### src/sv/sprite_post_span_clip_defines.svh
// Assertion macros shared by the sprite post clipper RTL.
`ifndef SPRITE_POST_SPAN_CLIP_DEFINES_SVH
`define SPRITE_POST_SPAN_CLIP_DEFINES_SVH

// Same-cycle implication, sampled on clk, off during reset.
`define SPSC_ASSERT_IMPL(label, ante, cons) \
    label: assert property (@(posedge clk) disable iff (!rst_n) (ante) |-> (cons)) \
        else $error("spsc: implication check failed");

// Next-cycle implication, sampled on clk, off during reset.
`define SPSC_ASSERT_NEXT(label, ante, cons) \
    label: assert property (@(posedge clk) disable iff (!rst_n) (ante) |=> (cons)) \
        else $error("spsc: next-cycle check failed");

`endif

### src/sv/spsc_pkg.sv
// Types, widths and codes for the sprite post span clipper.
`default_nettype none
package spsc_pkg;

    localparam int WORD_W   = 16;
    localparam int PIX_W    = 15;
    localparam int SCALE_W  = 10;
    localparam int VIEW_W   = 10;
    localparam int BOUNCE_W = 21;
    localparam int MUL_W    = SCALE_W + PIX_W;
    localparam int POS_W    = 38;
    localparam int ROW_W    = POS_W - 16;
    localparam int CLIP_W   = 10;
    localparam int FRAC_W   = 32;
    localparam int COUNT_W  = 11;

    localparam int RECIP_NUM = 64 * 65536;
    localparam int ISCALE_W  = $clog2(RECIP_NUM) + 1;
    localparam logic [ISCALE_W-1:0] ISCALE_RESET = ISCALE_W'(RECIP_NUM);

    localparam int ADDR_W = 5;
    localparam int IDX_W  = 3;

    localparam logic [IDX_W-1:0] REG_SCALE_HEIGHT  = 3'd0;
    localparam logic [IDX_W-1:0] REG_VIEW_HEIGHT   = 3'd1;
    localparam logic [IDX_W-1:0] REG_BOUNCE_ENABLE = 3'd2;
    localparam logic [IDX_W-1:0] REG_BOUNCE_OFFSET = 3'd3;
    localparam logic [IDX_W-1:0] REG_SHADED_MODE   = 3'd4;
    localparam logic [IDX_W-1:0] REG_CLOAKED       = 3'd5;

    localparam logic [1:0] KIND_PLAIN   = 2'd0;
    localparam logic [1:0] KIND_LIT     = 2'd1;
    localparam logic [1:0] KIND_CLOAKED = 2'd2;

    typedef struct packed {
        logic [WORD_W-1:0] post_end_word;
        logic [WORD_W-1:0] post_source_word;
        logic [WORD_W-1:0] post_start_word;
    } req_t;

    typedef struct packed {
        logic               column_done;
        logic               draw;
        logic [CLIP_W-1:0]  top_row;
        logic [COUNT_W-1:0] row_count;
        logic [FRAC_W-1:0]  texture_fraction;
        logic [WORD_W-1:0]  source_offset;
        logic [1:0]         column_kind;
    } rsp_t;

    typedef struct packed {
        logic [SCALE_W-1:0]         scale_height;
        logic [VIEW_W-1:0]          view_height;
        logic                       bounce_enable;
        logic signed [BOUNCE_W-1:0] bounce_offset;
        logic                       shaded_mode;
        logic                       cloaked;
    } cfg_t;

endpackage
`default_nettype wire

### src/sv/spsc_recip.sv
// Bit-serial restoring divider: inverse scale = 2^22 / scale_height.
`default_nettype none
module spsc_recip (
    input  wire logic                              clk,
    input  wire logic                              rst_n,
    input  wire logic                              load,
    input  wire logic [spsc_pkg::SCALE_W-1:0]      divisor,
    output logic [spsc_pkg::ISCALE_W-1:0]          iscale,
    output logic                                   busy
);
    localparam int CNT_W = $clog2(spsc_pkg::ISCALE_W);
    localparam logic [CNT_W-1:0] LAST = CNT_W'(spsc_pkg::ISCALE_W - 1);

    logic                              active_reg, active_next;
    logic [CNT_W-1:0]                  cnt_reg, cnt_next;
    logic [spsc_pkg::SCALE_W-1:0]      rem_reg, rem_next;
    logic [spsc_pkg::ISCALE_W-1:0]     quo_reg, quo_next;
    logic [spsc_pkg::ISCALE_W-1:0]     iscale_reg, iscale_next;
    logic [spsc_pkg::SCALE_W:0]        rem_sh;
    logic [spsc_pkg::SCALE_W:0]        rem_sub;
    logic                              qbit;

    // dividend is a single one in its top bit
    assign rem_sh  = {rem_reg, (cnt_reg == LAST)};
    assign rem_sub = rem_sh - {1'b0, divisor};
    assign qbit    = (rem_sh >= {1'b0, divisor});

    always_comb
    begin
        active_next = active_reg;
        cnt_next    = cnt_reg;
        rem_next    = rem_reg;
        quo_next    = quo_reg;
        iscale_next = iscale_reg;
        if (load)
        begin
            active_next = 1'b1;
            cnt_next    = LAST;
            rem_next    = '0;
            quo_next    = '0;
        end
        else if (active_reg)
        begin
            rem_next = qbit ? rem_sub[spsc_pkg::SCALE_W-1:0] : rem_sh[spsc_pkg::SCALE_W-1:0];
            quo_next = {quo_reg[spsc_pkg::ISCALE_W-2:0], qbit};
            cnt_next = cnt_reg - 1'b1;
            if (cnt_reg == '0)
            begin
                active_next = 1'b0;
                iscale_next = {quo_reg[spsc_pkg::ISCALE_W-2:0], qbit};
            end
        end
    end

    always_ff @(posedge clk or negedge rst_n)
    begin
        if (!rst_n)
        begin
            active_reg <= 1'b0;
            cnt_reg    <= '0;
            iscale_reg <= spsc_pkg::ISCALE_RESET;
        end
        else
        begin
            active_reg <= active_next;
            cnt_reg    <= cnt_next;
            iscale_reg <= iscale_next;
        end
    end

    always_ff @(posedge clk)
    begin
        rem_reg <= rem_next;
        quo_reg <= quo_next;
    end

    assign iscale = iscale_reg;
    assign busy   = active_reg;
endmodule
`default_nettype wire

### src/sv/spsc_regs.sv
// APB configuration registers and inverse scale recompute.
`default_nettype none
module spsc_regs (
    input  wire logic                              clk,
    input  wire logic                              rst_n,
    input  wire logic                              psel,
    input  wire logic                              penable,
    input  wire logic                              pwrite,
    input  wire logic [spsc_pkg::ADDR_W-1:0]       paddr,
    input  wire logic [31:0]                       pwdata,
    output logic [31:0]                            prdata,
    output logic                                   pready,
    output spsc_pkg::cfg_t                         cfg,
    output logic [spsc_pkg::ISCALE_W-1:0]          iscale,
    output logic                                   busy
);
    spsc_pkg::cfg_t              cfg_reg, cfg_next;
    logic [spsc_pkg::IDX_W-1:0]  idx;
    logic                        wr;
    logic                        load_recip;

    assign idx    = paddr[spsc_pkg::ADDR_W-1:2];
    assign wr     = psel && penable && pwrite;
    assign pready = 1'b1;

    always_comb
    begin
        cfg_next   = cfg_reg;
        load_recip = 1'b0;
        if (wr)
        begin
            unique case (idx)
                spsc_pkg::REG_SCALE_HEIGHT:
                begin
                    cfg_next.scale_height = pwdata[spsc_pkg::SCALE_W-1:0];
                    load_recip            = 1'b1;
                end
                spsc_pkg::REG_VIEW_HEIGHT:
                    cfg_next.view_height = pwdata[spsc_pkg::VIEW_W-1:0];
                spsc_pkg::REG_BOUNCE_ENABLE:
                    cfg_next.bounce_enable = pwdata[0];
                spsc_pkg::REG_BOUNCE_OFFSET:
                    cfg_next.bounce_offset = $signed(pwdata[spsc_pkg::BOUNCE_W-1:0]);
                spsc_pkg::REG_SHADED_MODE:
                    cfg_next.shaded_mode = pwdata[0];
                spsc_pkg::REG_CLOAKED:
                    cfg_next.cloaked = pwdata[0];
                default:
                    cfg_next = cfg_reg;
            endcase
        end
    end

    always_comb
    begin
        unique case (idx)
            spsc_pkg::REG_SCALE_HEIGHT:  prdata = 32'(cfg_reg.scale_height);
            spsc_pkg::REG_VIEW_HEIGHT:   prdata = 32'(cfg_reg.view_height);
            spsc_pkg::REG_BOUNCE_ENABLE: prdata = 32'(cfg_reg.bounce_enable);
            spsc_pkg::REG_BOUNCE_OFFSET: prdata = {11'b0, cfg_reg.bounce_offset};
            spsc_pkg::REG_SHADED_MODE:   prdata = 32'(cfg_reg.shaded_mode);
            spsc_pkg::REG_CLOAKED:       prdata = 32'(cfg_reg.cloaked);
            default:                     prdata = '0;
        endcase
    end

    always_ff @(posedge clk or negedge rst_n)
    begin
        if (!rst_n)
        begin
            cfg_reg.scale_height  <= spsc_pkg::SCALE_W'(1);
            cfg_reg.view_height   <= spsc_pkg::VIEW_W'(200);
            cfg_reg.bounce_enable <= 1'b0;
            cfg_reg.bounce_offset <= '0;
            cfg_reg.shaded_mode   <= 1'b0;
            cfg_reg.cloaked       <= 1'b0;
        end
        else
        begin
            cfg_reg <= cfg_next;
        end
    end

    spsc_recip u_recip (
        .clk     (clk),
        .rst_n   (rst_n),
        .load    (load_recip),
        .divisor (cfg_next.scale_height),
        .iscale  (iscale),
        .busy    (busy)
    );

    assign cfg = cfg_reg;
endmodule
`default_nettype wire

### src/sv/spsc_pipe.sv
// Three-stage post clip datapath: scale multiply, row rounding, clip and fraction.
`default_nettype none
module spsc_pipe (
    input  wire logic                              clk,
    input  wire logic                              rst_n,
    input  wire logic                              in_valid,
    input  wire spsc_pkg::req_t                    req,
    input  wire spsc_pkg::cfg_t                    cfg,
    input  wire logic [spsc_pkg::ISCALE_W-1:0]     iscale,
    output logic                                   out_valid,
    output spsc_pkg::rsp_t                         rsp
);
`include "sprite_post_span_clip_defines.svh"

    localparam int POS_W = spsc_pkg::POS_W;
    localparam int ROW_W = spsc_pkg::ROW_W;
    localparam int MUL_W = spsc_pkg::MUL_W;

    // stage 1
    logic                              v1_reg;
    logic                              done1_reg, hz1_reg;
    logic [spsc_pkg::WORD_W-1:0]       src1_reg;
    logic [1:0]                        kind1_reg;
    logic signed [POS_W-1:0]           top1_reg;
    logic [MUL_W-1:0]                  hs1_reg, he1_reg;

    logic [spsc_pkg::PIX_W-1:0]        end_pix, start_pix;
    logic signed [spsc_pkg::SCALE_W:0] hdiff;
    logic signed [POS_W-1:0]           hdiff_ext;
    logic signed [spsc_pkg::BOUNCE_W-2:0] half_bounce;
    logic signed [POS_W-1:0]           top_next;
    logic [1:0]                        kind_next;

    // stage 2
    logic                              v2_reg;
    logic                              done2_reg, hz2_reg;
    logic [spsc_pkg::WORD_W-1:0]       src2_reg;
    logic [1:0]                        kind2_reg;
    logic signed [ROW_W-1:0]           yl2_reg, yh2_reg;

    logic signed [POS_W-1:0]           top_scr, bot_scr, top_up, bot_dn;

    // stage 3
    logic                              v3_reg;
    spsc_pkg::rsp_t                    rsp_reg, rsp_next;

    logic signed [ROW_W-1:0]           vh_m1, yh_c, yl_c, yl_neg, span;
    logic                              ok;
    logic [spsc_pkg::ISCALE_W+spsc_pkg::CLIP_W-1:0] frac_full;

    // stage 1: halve words, scale multiplies, sprite top
    assign end_pix     = req.post_end_word[spsc_pkg::WORD_W-1:1];
    assign start_pix   = req.post_start_word[spsc_pkg::WORD_W-1:1];
    assign hdiff       = $signed({1'b0, cfg.view_height}) - $signed({1'b0, cfg.scale_height});
    assign hdiff_ext   = POS_W'(hdiff);
    assign half_bounce = cfg.bounce_offset[spsc_pkg::BOUNCE_W-1:1];
    assign top_next    = (hdiff_ext <<< 15)
                       + (cfg.bounce_enable ? POS_W'(half_bounce) : '0);
    assign kind_next   = cfg.shaded_mode ? (cfg.cloaked ? spsc_pkg::KIND_CLOAKED
                                                        : spsc_pkg::KIND_LIT)
                                         : spsc_pkg::KIND_PLAIN;

    always_ff @(posedge clk)
    begin
        done1_reg <= (end_pix == '0);
        hz1_reg   <= (cfg.scale_height == '0);
        src1_reg  <= req.post_source_word + spsc_pkg::WORD_W'(start_pix);
        kind1_reg <= kind_next;
        top1_reg  <= top_next;
        hs1_reg   <= MUL_W'(cfg.scale_height) * MUL_W'(start_pix);
        he1_reg   <= MUL_W'(cfg.scale_height) * MUL_W'(end_pix);
    end

    // stage 2: screen positions in 22.16, round to rows
    assign top_scr = top1_reg + $signed({3'b0, hs1_reg, 10'b0});
    assign bot_scr = top1_reg + $signed({3'b0, he1_reg, 10'b0});
    assign top_up  = top_scr + POS_W'(65535);
    assign bot_dn  = bot_scr - POS_W'(1);

    always_ff @(posedge clk)
    begin
        done2_reg <= done1_reg;
        hz2_reg   <= hz1_reg;
        src2_reg  <= src1_reg;
        kind2_reg <= kind1_reg;
        yl2_reg   <= top_up[POS_W-1:16];
        yh2_reg   <= bot_dn[POS_W-1:16];
    end

    // stage 3: clip to the view, fraction for rows lost off the top
    assign vh_m1     = $signed(ROW_W'(cfg.view_height)) - ROW_W'(1);
    assign yh_c      = (yh2_reg > vh_m1) ? vh_m1 : yh2_reg;
    assign yl_c      = yl2_reg[ROW_W-1] ? '0 : yl2_reg;
    assign yl_neg    = -yl2_reg;
    assign span      = yh_c - yl_c + ROW_W'(1);
    assign ok        = !hz2_reg && (yl_c <= yh_c);
    // top never sits more than a few hundred rows above the view
    assign frac_full = iscale * (yl2_reg[ROW_W-1] ? yl_neg[spsc_pkg::CLIP_W-1:0]
                                                  : spsc_pkg::CLIP_W'(0));

    always_comb
    begin
        rsp_next = '0;
        if (done2_reg)
        begin
            rsp_next.column_done = 1'b1;
        end
        else
        begin
            rsp_next.source_offset = src2_reg;
            rsp_next.column_kind   = kind2_reg;
            if (ok)
            begin
                rsp_next.draw             = 1'b1;
                rsp_next.top_row          = yl_c[spsc_pkg::CLIP_W-1:0];
                rsp_next.row_count        = span[spsc_pkg::COUNT_W-1:0];
                rsp_next.texture_fraction = frac_full[spsc_pkg::FRAC_W-1:0];
            end
        end
    end

    always_ff @(posedge clk)
    begin
        rsp_reg <= rsp_next;
    end

    always_ff @(posedge clk or negedge rst_n)
    begin
        if (!rst_n)
        begin
            v1_reg <= 1'b0;
            v2_reg <= 1'b0;
            v3_reg <= 1'b0;
        end
        else
        begin
            v1_reg <= in_valid;
            v2_reg <= v1_reg;
            v3_reg <= v2_reg;
        end
    end

    assign out_valid = v3_reg;
    assign rsp       = rsp_reg;

    `SPSC_ASSERT_NEXT(a_item_reaches_output, v2_reg, v3_reg)
    `SPSC_ASSERT_IMPL(a_draw_nonempty, v3_reg && rsp_reg.draw, rsp_reg.row_count != '0)
    `SPSC_ASSERT_IMPL(a_done_no_draw, v3_reg && rsp_reg.column_done, !rsp_reg.draw && rsp_reg.source_offset == '0)
    `SPSC_ASSERT_IMPL(a_span_in_view, v3_reg && rsp_reg.draw, ({1'b0, rsp_reg.top_row} + rsp_reg.row_count) <= {1'b0, cfg.view_height})
endmodule
`default_nettype wire

### src/sv/sprite_post_span_clip.sv
// An accepted request passes the stage 1, 2 and 3 registers and is then strobed on result_valid.
// One request per cycle when not busy; the receiver cannot stall the three-stage pipeline.
// Writing scale_height reruns a one-bit-per-cycle divider for the inverse scale;
// busy is high while the divider runs after that write, otherwise low.
// Reset (rst_n, async low) clears pipeline valids and loads register reset values.
`default_nettype none
module sprite_post_span_clip (
    input  wire logic                          clk,
    input  wire logic                          rst_n,
    input  wire logic                          psel,
    input  wire logic                          penable,
    input  wire logic                          pwrite,
    input  wire logic [spsc_pkg::ADDR_W-1:0]   paddr,
    input  wire logic [31:0]                   pwdata,
    output logic [31:0]                        prdata,
    output logic                               pready,
    input  wire logic                          start,
    output logic                               busy,
    input  wire spsc_pkg::req_t                req,
    output logic                               result_valid,
    output spsc_pkg::rsp_t                     result
);
    spsc_pkg::cfg_t                  cfg;
    logic [spsc_pkg::ISCALE_W-1:0]   iscale;
    logic                            recip_busy;

    spsc_regs u_regs (
        .clk     (clk),
        .rst_n   (rst_n),
        .psel    (psel),
        .penable (penable),
        .pwrite  (pwrite),
        .paddr   (paddr),
        .pwdata  (pwdata),
        .prdata  (prdata),
        .pready  (pready),
        .cfg     (cfg),
        .iscale  (iscale),
        .busy    (recip_busy)
    );

    assign busy = recip_busy;

    spsc_pipe u_pipe (
        .clk       (clk),
        .rst_n     (rst_n),
        .in_valid  (start && !recip_busy),
        .req       (req),
        .cfg       (cfg),
        .iscale    (iscale),
        .out_valid (result_valid),
        .rsp       (result)
    );
endmodule
`default_nettype wire
### config.mk
export PLATFORM = sky130hd
export DESIGN_NAME = sprite_post_span_clip
export DESIGN_NICKNAME = d
export VERILOG_FILES = /design/src/sv/spsc_pkg.sv /design/src/sv/spsc_recip.sv /design/src/sv/spsc_regs.sv /design/src/sv/spsc_pipe.sv /design/src/sv/sprite_post_span_clip.sv
export VERILOG_INCLUDE_DIRS = /design/src /design/src/sv
export SDC_FILE = /design/constraint.sdc
export NUM_CORES = 2
export LEC_CHECK = 0
export ABC_AREA = 1
export ABC_CLOCK_PERIOD_IN_PS = 14650
export BUFFER_PORTS_ARGS = -buffer_cell sky130_fd_sc_hd__buf_4
export CAP_MARGIN = 20
export CORE_MARGIN = 5
export CORE_UTILIZATION = 40
export DETAILED_ROUTE_END_ITERATION = 10
export GPL_ROUTABILITY_DRIVEN = 0
export SYNTH_ARGS = -nofsm -noshare
export SYNTH_HDL_FRONTEND = slang
export SYNTH_SLANG_ARGS = --single-unit
### constraint.sdc
create_clock -name clk -period 14.65 [get_ports clk]
set_clock_uncertainty 0.15 [all_clocks]
set_input_delay 0.7325 -clock clk [delete_from_list [all_inputs] [get_ports clk]]
set_output_delay 0.7325 -clock clk [all_outputs]
set_load 0.01 [all_outputs]
==> summary.md <==
| Metric | Value |
|---|---|
| Critical path required time | 15.01 ns |
| Core area | 89900 um^2 |
| RSZ-0062 raised after global routing | no |
| Final Max Tran Viols | 0 |
| Critical path fanouts, max | 20 |
| CP Data Arrival Time | 7.45 ns |
| Crit. End Element | flip-flop |
| Row cnt | 110 |
| Clk sinks | approximately 350 |
| Max Clk Rate | about 0.14 GHz |
| Clk pin slew, worst setup/hold paths | around 0.060 ns |
| CTS Buf Count | 42 |
| CTS tree | yes |
| CP most frequent cell | inv_1 |
| Die width | 311 um |
| IO buf count | around 170 |
| CP Launch Point | u_pipe.yl2_reg[0]$_DFF_P_ |
| Deepest clock path buffer count | 3 |
| TritonRoute pass-1 iters | 6 |
| # IOs | roughly 200 |
| Antenna Nets Post-Route | 0 |
| Rel. slew slack | 0.407 |
| Mapped Cells | 4776 |
| Initial core utilization | 0.402 |
| First-pass GRT wire length | 161000 um |
| Yosys top cell area share | 0.208 |
| Setup TNS | 0 ns |
| Layout cells sized above 1 | 0.0609 |
| Area Growth Syn to Fin | 10.7% |
| Initial antenna violation count | 4 |
| Library cells used by synthesis | 52 |
| Final min period | approximately 7 ns |
| Vias in the first global route | around 30000 |
| Post-cts resize count | 0 |
| Synthesized area per cell | around 7.6 um^2 |
| Final Cycle Share | 0.484 |
| Worst hold path class | in2reg |
| Die footprint | around 96000 um^2 |
| Place WS | between 7 and 8 ns |
| Slowest stage delay, CP | around 0.64 ns |
| Post-synth top area cell | fa_1 |
| Largest cells by area after synthesis | fa_1, dfxtp_1, ha_1 |
| Number of flip-flops in the largest register | 73 |
| Setup WS post-layout | between 7 and 8 ns |
| Crit start category | flip-flop |
| Reg2reg end | u_pipe.rsp[43]$_SDFF_PP0_ |
| Top_reg_cell synth | dfxtp_1 |
| Grt ovf | 0 |
| Nets | about 5800 |
| DRC viols | 0 |
| Hold Violations, Final | 0 |
| Sequential element share of the synthesized area | 0.206 |
| Instance count along the most critical hold path | 2 |
| Routed wire length | between 90000 and 100000 um |
| WP buf/inv | 6 |
| Worst Reg-to-Reg Cells | 26 |
| 1st-iter DRT viols | 1941 |
| Largest net degree at the start of global routing | between 50 and 60 |
| Worst hold path startpoint | req[31] |
| Die height | between 300 and 400 um |
| Via count | between 20000 and 30000 |
| Hold EP | u_pipe.src1_reg[15]$_DFF_P_ |
| Yosys reg bits | between 300 and 400 |
| EDFF count, synth | 0 |
| Setup violators final | 0 |
| Max cap viols | 0 |
| Synth Cell Area | between 30000 and 40000 um^2 |
| Async SR Flop Fraction | 0.215 |
| R2r setup slk | around 7.6 ns |
| CP Class | reg2reg |
| CP max-delay cell | inv_1 |
| Gr usage total | 0.204 |
| Status | finished, final reports clean |
| Drt wl/cell | 16.2 um |
| CTS Hold Bufs | 1 |
| Worst skew pair latency | between 0.6 and 0.7 ns |
| Syn. warnings | 0 |
| Crit-path leading delay family | adder cells |
| Reg-to-reg startpoint | u_pipe.yl2_reg[0]$_DFF_P_ |
| Measured slew at the worst slew-check pin | around 0.89 ns |
| DPL Wire Length | approximately 81000 um |
| Vias per cell | ~4.9 |
| CTS root buffer | clkbuf_16 |
| Fin util | 0.445 |
| Post-CTS setup buffer count | 0 |
| H-tree depth | 2 |
-- area by class of cell --
class	instances	area, um^2
clock buffers	57	1220
diodes	2	5.00
multi-input cells	3247	24200
well taps	1176	1470
repair buffers	194	1490
inverters	1051	3950
fillers	9150	49900
clock inverters	21	255
flip-flops and latches	353	7450
-- cells by family after synthesis --
| family | after synthesis | share of synthesized area |
|---|---|---|
| buf+inv | 1186 | 0.126 |
| fa+ha+maj | 782 | 0.349 |
| compound gates | 578 | 0.0895 |
| other cells | 2 | 0.000208 |
| flops | 353 | 0.206 |
| simple gates | 1712 | 0.190 |
| xor+xnor | 163 | 0.0395 |
-- synthesized netlist by cell type, drive strengths merged (3+ instances only) --
cell and instances:
a31oi 30, xor2 116, o21a 8, dfxtp 277, o221ai 5, nand3 124
a21oi 213, o22ai 21, or2 4, a211oi 3, clkbuf 100, o21bai 20
inv 1049, fa 375, nor4 11, nor3 34, nor2 461, nand2 1029
ha 407, a21o 25, xnor2 47, dfrtp 71, dfstp 5, o21ai 215
o31ai 3, o211ai 15, nand4 38, a21boi 10, a221oi 3, nand3b 4
buf 35, and3 3
-- routing by layer --
metal	global-route usage	wire (um)	up-vias	share of wire
met4	0.0542	2400	4	0.024
met5	0	39	-	0.00040
met3	0.0264	5860	119	0.059
met1	0.280	44500	14100	0.45
li1	-	-	14800	-
met2	0.340	45900	844	0.46
-- how the worst max path moves through the flow --
stage | to | slack, ns | cells after the start
floorplan | u_pipe.rsp[49]$_SDFF_PP0_ | 8.89 | 30
global placement | u_pipe.rsp[49]$_SDFF_PP0_ | 7.55 | 27
detailed placement | u_pipe.rsp[49]$_SDFF_PP0_ | 7.56 | 27
CTS | u_pipe.rsp[37]$_SDFF_PP0_ | 7.53 | 25
global route | u_pipe.rsp[59]$_SDFF_PP0_ | 7.03 | 35
finish | u_pipe.rsp[43]$_SDFF_PP0_ | 7.56 | 26
-- layout by cell type (no fill, tap or decap), types with 4 or more instances in the layout --
cell       count
xor2_1       116
nor4_1        11
o21a_1         8
o22ai_1       21
nand3b_1       4
clkinv_2       9
inv_1       1049
nand3_1      122
dfxtp_1      277
ha_1         407
clkbuf_8       9
a21boi_0       9
o21ai_1        5
o21bai_1      20
a21o_1        25
xnor2_1       47
a21oi_1      213
buf_4        191
nand2_1     1028
clkbuf_1       5
nor2_1       444
conb_1        12
o221ai_1       5
nor3_1        34
dfstp_2        5
nor2_2        17
or2_2          4
a31oi_1       30
o211ai_1      15
dfrtp_1       71
o21ai_0      209
nand4_1       38
clkbuf_16     43
fa_1         375
-- metrics by stage --
step,instances,hold slack [ns],instance area (um^2)
global placement,6018,0.160,38500
finish,6101,0.145,40000
CTS,6098,0.0916,40000
global route,6100,0.122,40000
detailed placement,6019,0.162,38500
floorplan,4786,0.160,36200
Power is not shown: default switching activity piles up to over one toggle a cycle in this logic, so the estimate is an artifact.
